[src/sv/bia_pkg.sv]
// Shared types and constants for the bitmap ID allocator.
package bia_pkg;

  localparam int WORD_BITS = 64;
  localparam int BIT_W     = 6;
  localparam int ID_W      = 10;
  localparam int POOL_W    = 11;
  localparam int STATUS_W  = 3;
  localparam int POOL_RST  = 1024;

  typedef logic [WORD_BITS-1:0] word_t;

  typedef enum logic [0:0] {
    MODE_ALLOC = 1'b0,
    MODE_FREE  = 1'b1
  } mode_t;

  typedef enum logic [STATUS_W-1:0] {
    ST_OK      = 3'd0,
    ST_NO_FREE = 3'd1,
    ST_EMPTY   = 3'd2,
    ST_RANGE   = 3'd3,
    ST_DOUBLE  = 3'd4
  } status_t;

endpackage

[src/sv/bia_in_if.sv]
// Request channel interface: valid/ready plus the request fields.
interface bia_in_if;
  logic                        valid;
  logic                        ready;
  bia_pkg::mode_t              mode;
  logic [bia_pkg::ID_W-1:0]    id_to_free;

  modport source (output valid, output mode, output id_to_free, input ready);
  modport sink   (input valid, input mode, input id_to_free, output ready);
endinterface

[src/sv/bia_out_if.sv]
// Result channel interface: valid/ready plus the result fields.
interface bia_out_if;
  logic                        valid;
  logic                        ready;
  bia_pkg::status_t            status;
  logic [bia_pkg::ID_W-1:0]    granted_id;

  modport source (output valid, output status, output granted_id, input ready);
  modport sink   (input valid, input status, input granted_id, output ready);
endinterface

[src/sv/bia_map_ram.sv]
// Free-map word memory: one write port, one registered read port.
module bia_map_ram #(
  parameter int DEPTH  = 16,
  parameter int ADDR_W = 4
) (
  input  logic                clk,
  input  logic                we,
  input  logic [ADDR_W-1:0]   waddr,
  input  bia_pkg::word_t      wdata,
  input  logic [ADDR_W-1:0]   raddr,
  output bia_pkg::word_t      rdata
);

  bia_pkg::word_t mem [DEPTH];

  always_ff @(posedge clk) begin
    if (we) begin
      mem[waddr] <= wdata;
    end
  end

  always_ff @(posedge clk) begin
    rdata <= mem[raddr];
  end

endmodule

[src/sv/bia_ffs.sv]
// Lowest-set-bit finder over one free-map word.
module bia_ffs (
  input  bia_pkg::word_t              data,
  output logic [bia_pkg::BIT_W-1:0]   idx,
  output logic                        any
);

  bia_pkg::word_t lowest;

  // Isolate the lowest set bit, then encode the one-hot result.
  assign lowest = data & (~data + bia_pkg::word_t'(1));
  assign any    = |data;

  always_comb begin
    logic acc;
    for (int k = 0; k < bia_pkg::BIT_W; k++) begin
      acc = 1'b0;
      for (int j = 0; j < bia_pkg::WORD_BITS; j++) begin
        if (((j >> k) & 1) == 1) begin
          acc = acc | lowest[j];
        end
      end
      idx[k] = acc;
    end
  end

endmodule

[src/sv/bia_seq.sv]
// Allocator sequencer: map rebuild sweep, word scan, grant and free.
module bia_seq #(
  parameter int MAX_IDS   = 1024,
  parameter int NUM_WORDS = 16,
  parameter int WIDX_W    = 4
) (
  input  logic                           clk,
  input  logic                           rst_n,
  input  logic                           cfg_wr_en,
  input  logic [bia_pkg::POOL_W-1:0]     cfg_wr_data,
  input  logic                           in_valid,
  output logic                           in_ready,
  input  bia_pkg::mode_t                 in_mode,
  input  logic [bia_pkg::ID_W-1:0]       in_id,
  output logic                           out_valid,
  input  logic                           out_ready,
  output bia_pkg::status_t               out_status,
  output logic [bia_pkg::ID_W-1:0]       out_id,
  output logic                           ram_we,
  output logic [WIDX_W-1:0]              ram_waddr,
  output bia_pkg::word_t                 ram_wdata,
  output logic [WIDX_W-1:0]              ram_raddr,
  input  bia_pkg::word_t                 ram_rdata,
  input  logic [bia_pkg::BIT_W-1:0]      ffs_idx,
  input  logic                           ffs_any
);

  localparam int WCNT_W   = $clog2(NUM_WORDS + 1);
  localparam int POOL_INI = (bia_pkg::POOL_RST > MAX_IDS) ? MAX_IDS : bia_pkg::POOL_RST;

  typedef enum logic [2:0] {
    S_CLEAR,
    S_IDLE,
    S_SCAN,
    S_GRANT,
    S_FREE_RD,
    S_FREE_CHK
  } state_t;

  state_t                          state_r, state_nxt;
  logic [bia_pkg::POOL_W-1:0]      pool_r, pool_nxt;
  logic [WIDX_W-1:0]               clr_w_r, clr_w_nxt;
  logic [WCNT_W-1:0]               scan_w_r, scan_w_nxt;
  logic                            pend_r, pend_nxt;
  logic [WIDX_W-1:0]               chk_w_r, chk_w_nxt;
  logic [WIDX_W-1:0]               hit_w_r, hit_w_nxt;
  logic [bia_pkg::BIT_W-1:0]       hit_b_r, hit_b_nxt;
  bia_pkg::word_t                  hit_d_r, hit_d_nxt;
  logic [WIDX_W-1:0]               fid_w_r, fid_w_nxt;
  logic [bia_pkg::BIT_W-1:0]       fid_b_r, fid_b_nxt;
  logic                            out_valid_r, out_valid_nxt;
  bia_pkg::status_t                out_status_r, out_status_nxt;
  logic [bia_pkg::ID_W-1:0]        out_id_r, out_id_nxt;

  bia_pkg::word_t                  fill_word;
  logic [WIDX_W+bia_pkg::BIT_W-1:0] cand;

  assign in_ready   = (state_r == S_IDLE) && !out_valid_r;
  assign out_valid  = out_valid_r;
  assign out_status = out_status_r;
  assign out_id     = out_id_r;
  assign cand       = {hit_w_r, hit_b_r};

  // Rebuild pattern for the word under the sweep pointer.
  always_comb begin
    if (32'(clr_w_r) < 32'(pool_r[bia_pkg::POOL_W-1:bia_pkg::BIT_W])) begin
      fill_word = '1;
    end else if (32'(clr_w_r) == 32'(pool_r[bia_pkg::POOL_W-1:bia_pkg::BIT_W])) begin
      fill_word = ~(bia_pkg::word_t'('1) << pool_r[bia_pkg::BIT_W-1:0]);
    end else begin
      fill_word = '0;
    end
  end

  always_comb begin
    state_nxt      = state_r;
    pool_nxt       = pool_r;
    clr_w_nxt      = clr_w_r;
    scan_w_nxt     = scan_w_r;
    pend_nxt       = 1'b0;
    chk_w_nxt      = chk_w_r;
    hit_w_nxt      = hit_w_r;
    hit_b_nxt      = hit_b_r;
    hit_d_nxt      = hit_d_r;
    fid_w_nxt      = fid_w_r;
    fid_b_nxt      = fid_b_r;
    out_valid_nxt  = out_valid_r && !out_ready;
    out_status_nxt = out_status_r;
    out_id_nxt     = out_id_r;
    ram_we         = 1'b0;
    ram_waddr      = '0;
    ram_wdata      = '0;
    ram_raddr      = '0;

    case (state_r)
      S_CLEAR: begin
        ram_we    = 1'b1;
        ram_waddr = clr_w_r;
        ram_wdata = fill_word;
        if (32'(clr_w_r) == NUM_WORDS - 1) begin
          clr_w_nxt = '0;
          state_nxt = S_IDLE;
        end else begin
          clr_w_nxt = clr_w_r + WIDX_W'(1);
        end
      end
      S_IDLE: begin
        if (in_valid && in_ready) begin
          out_id_nxt = '0;
          if (pool_r == '0) begin
            out_valid_nxt  = 1'b1;
            out_status_nxt = bia_pkg::ST_EMPTY;
          end else if (in_mode == bia_pkg::MODE_ALLOC) begin
            scan_w_nxt = '0;
            state_nxt  = S_SCAN;
          end else if ((32'(in_id) >= 32'(pool_r)) ||
                       (32'(in_id[bia_pkg::ID_W-1:bia_pkg::BIT_W]) >= NUM_WORDS)) begin
            out_valid_nxt  = 1'b1;
            out_status_nxt = bia_pkg::ST_RANGE;
          end else begin
            fid_w_nxt = WIDX_W'(in_id[bia_pkg::ID_W-1:bia_pkg::BIT_W]);
            fid_b_nxt = in_id[bia_pkg::BIT_W-1:0];
            state_nxt = S_FREE_RD;
          end
        end
      end
      S_SCAN: begin
        // Issue one word read per cycle; check the word read last cycle.
        if (32'(scan_w_r) < NUM_WORDS) begin
          ram_raddr  = scan_w_r[WIDX_W-1:0];
          scan_w_nxt = scan_w_r + WCNT_W'(1);
          pend_nxt   = 1'b1;
          chk_w_nxt  = scan_w_r[WIDX_W-1:0];
        end
        if (pend_r) begin
          if (ffs_any) begin
            hit_d_nxt = ram_rdata;
            hit_b_nxt = ffs_idx;
            hit_w_nxt = chk_w_r;
            pend_nxt  = 1'b0;
            state_nxt = S_GRANT;
          end else if (32'(chk_w_r) == NUM_WORDS - 1) begin
            out_valid_nxt  = 1'b1;
            out_status_nxt = bia_pkg::ST_NO_FREE;
            pend_nxt       = 1'b0;
            state_nxt      = S_IDLE;
          end
        end
      end
      S_GRANT: begin
        out_valid_nxt = 1'b1;
        state_nxt     = S_IDLE;
        if (32'(cand) < 32'(pool_r)) begin
          ram_we         = 1'b1;
          ram_waddr      = hit_w_r;
          ram_wdata      = hit_d_r & ~(bia_pkg::word_t'(1) << hit_b_r);
          out_status_nxt = bia_pkg::ST_OK;
          out_id_nxt     = bia_pkg::ID_W'(cand);
        end else begin
          out_status_nxt = bia_pkg::ST_NO_FREE;
        end
      end
      S_FREE_RD: begin
        ram_raddr = fid_w_r;
        state_nxt = S_FREE_CHK;
      end
      S_FREE_CHK: begin
        out_valid_nxt = 1'b1;
        state_nxt     = S_IDLE;
        if (ram_rdata[fid_b_r]) begin
          out_status_nxt = bia_pkg::ST_DOUBLE;
        end else begin
          ram_we         = 1'b1;
          ram_waddr      = fid_w_r;
          ram_wdata      = ram_rdata | (bia_pkg::word_t'(1) << fid_b_r);
          out_status_nxt = bia_pkg::ST_OK;
        end
      end
      default: begin
        state_nxt = S_IDLE;
      end
    endcase

    // A size write saturates to capacity and restarts the rebuild sweep.
    if (cfg_wr_en) begin
      if (32'(cfg_wr_data) > MAX_IDS) begin
        pool_nxt = bia_pkg::POOL_W'(MAX_IDS);
      end else begin
        pool_nxt = cfg_wr_data;
      end
      clr_w_nxt = '0;
      pend_nxt  = 1'b0;
      state_nxt = S_CLEAR;
    end
  end

  always_ff @(posedge clk) begin
    if (!rst_n) begin
      state_r     <= S_CLEAR;
      pool_r      <= bia_pkg::POOL_W'(POOL_INI);
      clr_w_r     <= '0;
      scan_w_r    <= '0;
      pend_r      <= 1'b0;
      out_valid_r <= 1'b0;
    end else begin
      state_r     <= state_nxt;
      pool_r      <= pool_nxt;
      clr_w_r     <= clr_w_nxt;
      scan_w_r    <= scan_w_nxt;
      pend_r      <= pend_nxt;
      out_valid_r <= out_valid_nxt;
    end
  end

  always_ff @(posedge clk) begin
    chk_w_r      <= chk_w_nxt;
    hit_w_r      <= hit_w_nxt;
    hit_b_r      <= hit_b_nxt;
    hit_d_r      <= hit_d_nxt;
    fid_w_r      <= fid_w_nxt;
    fid_b_r      <= fid_b_nxt;
    out_status_r <= out_status_nxt;
    out_id_r     <= out_id_nxt;
  end

endmodule

[src/sv/bitmap_id_allocator_top.sv]
// Bitmap ID allocator: sequencer, free-map memory and lowest-set-bit finder.
// Allocate: the word scan makes one free-map memory read per cycle through the single read port,
//   then the grant writes the word back with the found bit cleared if it lies in the pool.
// Free: read, then check and write back. Errors found at transfer: result in the next cycle.
// One request at a time; the next transfer is taken the cycle after the result transfer.
// Reset (rst_n, synchronous) and each pool_size write: map sweep over all NUM_WORDS words, no transfer.
module bitmap_id_allocator_top #(
  parameter int MAX_IDS = 1024
) (
  input  logic                          clk,
  input  logic                          rst_n,
  input  logic                          cfg_wr_en,
  input  logic [bia_pkg::POOL_W-1:0]    cfg_wr_data,
  bia_in_if.sink                        in_if,
  bia_out_if.source                     out_if
);

  // Map geometry: one 64-bit word per 64 IDs, rounded up.
  localparam int NUM_WORDS = (MAX_IDS + bia_pkg::WORD_BITS - 1) / bia_pkg::WORD_BITS;
  localparam int WIDX_W    = (NUM_WORDS > 1) ? $clog2(NUM_WORDS) : 1;

  // Memory port wiring between the sequencer and the free map.
  logic                         ram_we;
  logic [WIDX_W-1:0]            ram_waddr;
  bia_pkg::word_t               ram_wdata;
  logic [WIDX_W-1:0]            ram_raddr;
  bia_pkg::word_t               ram_rdata;

  // Lowest-set-bit result on the word just read.
  logic [bia_pkg::BIT_W-1:0]    ffs_idx;
  logic                         ffs_any;

  // Free map: bit b of word w is ID w*64+b, set means free.
  bia_map_ram #(
    .DEPTH  (NUM_WORDS),
    .ADDR_W (WIDX_W)
  ) u_map (
    .clk   (clk),
    .we    (ram_we),
    .waddr (ram_waddr),
    .wdata (ram_wdata),
    .raddr (ram_raddr),
    .rdata (ram_rdata)
  );

  // Shared finder: looks at every word the memory returns.
  bia_ffs u_ffs (
    .data (ram_rdata),
    .idx  (ffs_idx),
    .any  (ffs_any)
  );

  // Sequencer: hold the pool size, sweep the map on rebuild, scan on allocate,
  // read-modify-write on free, and drive the result register.
  bia_seq #(
    .MAX_IDS   (MAX_IDS),
    .NUM_WORDS (NUM_WORDS),
    .WIDX_W    (WIDX_W)
  ) u_seq (
    .clk         (clk),
    .rst_n       (rst_n),
    .cfg_wr_en   (cfg_wr_en),
    .cfg_wr_data (cfg_wr_data),
    .in_valid    (in_if.valid),
    .in_ready    (in_if.ready),
    .in_mode     (in_if.mode),
    .in_id       (in_if.id_to_free),
    .out_valid   (out_if.valid),
    .out_ready   (out_if.ready),
    .out_status  (out_if.status),
    .out_id      (out_if.granted_id),
    .ram_we      (ram_we),
    .ram_waddr   (ram_waddr),
    .ram_wdata   (ram_wdata),
    .ram_raddr   (ram_raddr),
    .ram_rdata   (ram_rdata),
    .ffs_idx     (ffs_idx),
    .ffs_any     (ffs_any)
  );

endmodule
[src/flat_wrapper.sv]
// flat-port wrapper written by rule: the top's interface ports become plain ports
module bitmap_id_allocator_top_flat 
#(
  parameter int MAX_IDS = 1024
)
  (clk, rst_n, cfg_wr_en, cfg_wr_data, in_if_valid, in_if_mode, in_if_id_to_free, in_if_ready, out_if_valid, out_if_status, out_if_granted_id, out_if_ready);
  bia_in_if in_if_i ();
  bia_out_if out_if_i ();
  input  logic clk;
  input  logic rst_n;
  input  logic cfg_wr_en;
  input  logic [bia_pkg::POOL_W-1:0] cfg_wr_data;
  input wire logic [$bits(in_if_i.valid)-1:0] in_if_valid;
  input wire logic [$bits(in_if_i.mode)-1:0] in_if_mode;
  input wire logic [$bits(in_if_i.id_to_free)-1:0] in_if_id_to_free;
  output wire logic [$bits(in_if_i.ready)-1:0] in_if_ready;
  output wire logic [$bits(out_if_i.valid)-1:0] out_if_valid;
  output wire logic [$bits(out_if_i.status)-1:0] out_if_status;
  output wire logic [$bits(out_if_i.granted_id)-1:0] out_if_granted_id;
  input wire logic [$bits(out_if_i.ready)-1:0] out_if_ready;
  assign in_if_i.valid = in_if_valid;
  assign in_if_i.mode = in_if_mode;
  assign in_if_i.id_to_free = in_if_id_to_free;
  assign in_if_ready = in_if_i.ready;
  assign out_if_valid = out_if_i.valid;
  assign out_if_status = out_if_i.status;
  assign out_if_granted_id = out_if_i.granted_id;
  assign out_if_i.ready = out_if_ready;
  bitmap_id_allocator_top #(.MAX_IDS(MAX_IDS)) u_core (.clk(clk), .rst_n(rst_n), .cfg_wr_en(cfg_wr_en), .cfg_wr_data(cfg_wr_data), .in_if(in_if_i), .out_if(out_if_i));
endmodule
[config.mk]
export PLATFORM = sky130hd
export DESIGN_NAME = bitmap_id_allocator_top_flat
export DESIGN_NICKNAME = d
export VERILOG_FILES = /design/src/sv/bia_pkg.sv /design/src/sv/bia_in_if.sv /design/src/sv/bia_out_if.sv /design/src/sv/bia_map_ram.sv /design/src/sv/bia_ffs.sv /design/src/sv/bia_seq.sv /design/src/sv/bitmap_id_allocator_top.sv /design/src/flat_wrapper.sv
export SDC_FILE = /design/constraint.sdc
export NUM_CORES = 2
export LEC_CHECK = 0
export BUFFER_PORTS_ARGS = -buffer_cell sky130_fd_sc_hd__buf_4
export CORE_UTILIZATION = 65
export CTS_BUF_LIST = sky130_fd_sc_hd__clkbuf_4 sky130_fd_sc_hd__clkbuf_8
export CTS_CLUSTER_SIZE = 14
export DETAILED_ROUTE_END_ITERATION = 16
export PLACE_DENSITY = 0.81
export SETUP_SLACK_MARGIN = 0.15
export SLEW_MARGIN = 15
export SYNTH_ARGS = -nofsm -noshare
export SYNTH_HDL_FRONTEND = slang
export SYNTH_SLANG_ARGS = --single-unit
[constraint.sdc]
create_clock -name clk -period 7.9 [get_ports clk]
set_input_delay 1.58 -clock clk [delete_from_list [all_inputs] [get_ports clk]]
set_output_delay 1.58 -clock clk [all_outputs]
set_load 0.02 [all_outputs]
==> results.json <==
{
  "outcome": "completed",
  "crit_family": "compound AO/OA/AOI/OAI gates",
  "syn_nets": 2846,
  "crit_path_max_fanout": 34,
  "grtUsageTotal_pct": 32.7,
  "cts-hold-fix-buffers": 0,
  "crit_path_start_kind": "flip-flop",
  "synth_edf_count": 1125,
  "power.leakage_nw": 16.8,
  "grt_pass1_vias": 28300,
  "drcViolationCount": 0,
  "die_h_um": 277,
  "fin_area_sq_mm": 0.0548,
  "synth_area_sq_mm": 0.0492,
  "p_seq_share_pct": 55.8,
  "wl_um": 124000,
  "worstSetupPathType": "reg2reg",
  "cts_buffers": 182,
  "clockBufferDepth": 3,
  "post_cts_resized": 0,
  "clockPowerShare_pct": 40.7,
  "finalMaxSlewViolations": 0,
  "power_density_mw_per_mm2": 237,
  "power.share.combinational_pct": 3.5,
  "dieArea_sq_mm": 0.0767,
  "finalCritPeriodShare_pct": 62.3,
  "cp_cell_sequence": "inv_1, ha_1, a21oi_1, nor2b_1, o21ai_0, o211ai_1, a21boi_0, o22ai_1, a211oi_1, o2111a_4, buf_4",
  "wl_per_cell_um": 30.5,
  "slew_headroom_pct": 18.0,
  "overflow": 0,
  "ys_ff_latch": 1214,
  "fmax_mhz": 203,
  "initial_core_util_pct": 65.8,
  "cts_sinks": 1214,
  "htree_levels": 4,
  "die_x_um": 277,
  "p_sw_share_pct": 21.7,
  "rsz0062_at_grt": "no",
  "met1Wirelength_um": 50200,
  "final-hold-violation-count": 0,
  "ant_nets": 0,
  "pin_count": 42,
  "drv_cap": 0,
  "vias": 28400,
  "endpoint_kind": "flip-flop",
  "crit_required_ns": 8.38,
  "postCtsSetupBuffers": 0,
  "final_cell_mix": "1125 x edfxtp_1, 261 x mux4_2, 198 x clkbuf_8, 188 x nand2_1, 127 x a21oi_1",
  "yosysUniqueCellTypes": 82,
  "crit_arrival_ns": 5.40,
  "path_buf_inv": 2,
  "port_buffers": 41,
  "grt_max_degree": 134,
  "syn_to_final_growth_pct": 11.5,
  "syn_avg_cell_area_sq_um": 17.6,
  "final_common_cell": "edfxtp_1",
  "grt_pass1_wl_um": 183000,
  "synth_flop_cell": "edfxtp_1",
  "synthArstFlopShare_pct": 0,
  "path_clk_slew_ns": 0.07,
  "p_int_mw": 10.2,
  "setup_viol": 0,
  "wl_met2_um": 59200,
  "dp_hpwl_um": 73900,
  "dpl_cell_area_sq_mm": 0.0507,
  "maxUsedRoutingLayer": "met5",
  "syn_inst": 2794,
  "period_minus_slack_ns": 4.92,
  "cts_tree": "yes",
  "fin_nets": 2976,
  "yosysWarnings": 0,
  "clockRootBuffer": "clkbuf_8",
  "core_area_sq_mm": 0.0747,
  "hold_class": "reg2reg",
  "fin_skew_ns": 0.0447,
  "dr_wl_met3_um": 11100,
  "tightest_slew_ns": 1.23,
  "antenna_found_initial": 6,
  "dr.pass1.iters": 6,
  "clk_latency_ns": 0.86,
  "fin_setup_tns_ns": 0,
  "slowest_stage": "o2111a_4",
  "viasPerCell": 7.00,
  "ir_worst_vdd_v": 0.000177,
  "ys_seq_area_share_pct": 72.3,
  "gp_congestion": 0.990,
  "hold_slack_ns": 0.494,
  "final_layout_size_suffix_gt1_share_pct": 24.2,
  "rows": 100,
  "final_util_pct": 73.4,
  "max_stage_delay_ns": 0.81,
  "drtIter0Drc": 4100,
  "p_sw_mw": 2.81
}
-- Yosys cell counts (20+ instances only) --
| library cell | n | share of area [%] |
|---|---|---|
| o221ai_1 | 58 | 1.0 |
| and2_1 | 81 | 1.0 |
| ha_1 | 25 | 0.64 |
| nand2_1 | 189 | 1.4 |
| nor2b_1 | 20 | 0.25 |
| buf_2 | 33 | 0.34 |
| edfxtp_1 | 1125 | 69 |
| a31oi_1 | 79 | 1.0 |
| inv_1 | 27 | 0.21 |
| o21ai_0 | 94 | 0.96 |
| nor2_1 | 114 | 0.87 |
| nor3_1 | 25 | 0.25 |
| mux4_2 | 261 | 12 |
| dfxtp_1 | 89 | 3.6 |
| clkbuf_1 | 105 | 0.80 |
| a21oi_1 | 128 | 1.3 |
| a211oi_1 | 72 | 1.1 |
-- kinds of logic after synthesis --
| logic type | synth area share [%] |
|---|---|
| flops | 72.3 |
| fa+ha+maj | 0.636 |
| compound gates | 6.87 |
| mux | 12.7 |
| buf+inv | 1.56 |
| xor+xnor | 0.0534 |
| simple gates | 5.80 |
-- worst register-to-register path, cell delays in order, from the launching register on --
cell and delay, ns:
dfxtp_1 0.68, inv_1 0.20, ha_1 0.36, a21oi_1 0.14
nor2b_1 0.06, o21ai_0 0.14, o211ai_1 0.19, a21boi_0 0.53
o22ai_1 0.17, a211oi_1 0.60, o2111a_4 0.81, buf_4 0.62
-- flip-flops by register name (all words and copies together), names as in the netlist, 4 cells and up --
name / cells
u_core.u_map.mem: 1024
u_core.u_map.rdata: 64
u_core.u_seq.chk_w_r: 4
u_core.u_seq.clr_w_r: 4
u_core.u_seq.fid_b_r: 6
u_core.u_seq.fid_w_r: 4
u_core.u_seq.hit_b_r: 6
u_core.u_seq.hit_d_r: 64
u_core.u_seq.hit_w_r: 4
u_core.u_seq.out_id: 10
u_core.u_seq.pool_r: 11
u_core.u_seq.scan_w_r: 5
-- final timing paths --
check | endpoint | cells past startpoint | slack (ns) | from
setup reg to reg | u_core.u_map.mem[3][4]$_DFFE_PP_ | 11 | 2.98 | u_core.u_seq.pool_r[4]$_SDFFE_PN0P_
setup / recovery | u_core.u_map.mem[3][4]$_DFFE_PP_ | 11 | 2.98 | u_core.u_seq.pool_r[4]$_SDFFE_PN0P_
hold / removal | u_core.u_seq.hit_w_r[0]$_DFFE_PP_ | 0 | 0.49 | u_core.u_seq.chk_w_r[0]$_DFFE_PP_
hold reg to reg | u_core.u_seq.hit_w_r[0]$_DFFE_PP_ | 0 | 0.49 | u_core.u_seq.chk_w_r[0]$_DFFE_PP_
-- routing by layer --
metal  GRT usage [%]  up-vias
met5               0        -
met4            9.79        2
met3            6.60      235
met2            50.3     1692
met1            48.4    14700
li1                -    11700
-- power by group through the flow --
| stage | sequential (mW) | combinational (mW) | clock [mW] |
|---|---|---|---|
| final | 7.24 | 0.458 | 5.28 |
| after global routing | 7.24 | 0.488 | 5.59 |
| after CTS | 7.24 | 0.439 | 5.32 |
| after detailed placement | 7.37 | 0.437 | 0 |
| after global placement | 7.37 | 0.418 | 0 |
| after floorplan | 7.34 | 0.257 | 0 |
-- cell type report --
class | count | area [sq um]
clock inverters | 90 | 688
flip-flops and latches | 1214 | 35600
well taps | 969 | 1210
multi-input cells | 1395 | 13200
clock buffers | 251 | 3120
fillers | 4269 | 19900
inverters | 27 | 101
repair buffers | 104 | 901
diodes | 5 | 12.5
-- metrics by stage --
step	total power, mW	cells	worst slack (ns)
floorplan	7.60	2794	0.843
global placement	7.78	3703	3.13
detailed placement	7.81	3704	3.03
CTS	13.0	4045	2.98
global route	13.3	4052	2.65
finish	13.0	4055	2.98
Note: power is estimated with default switching activity, not from simulation.
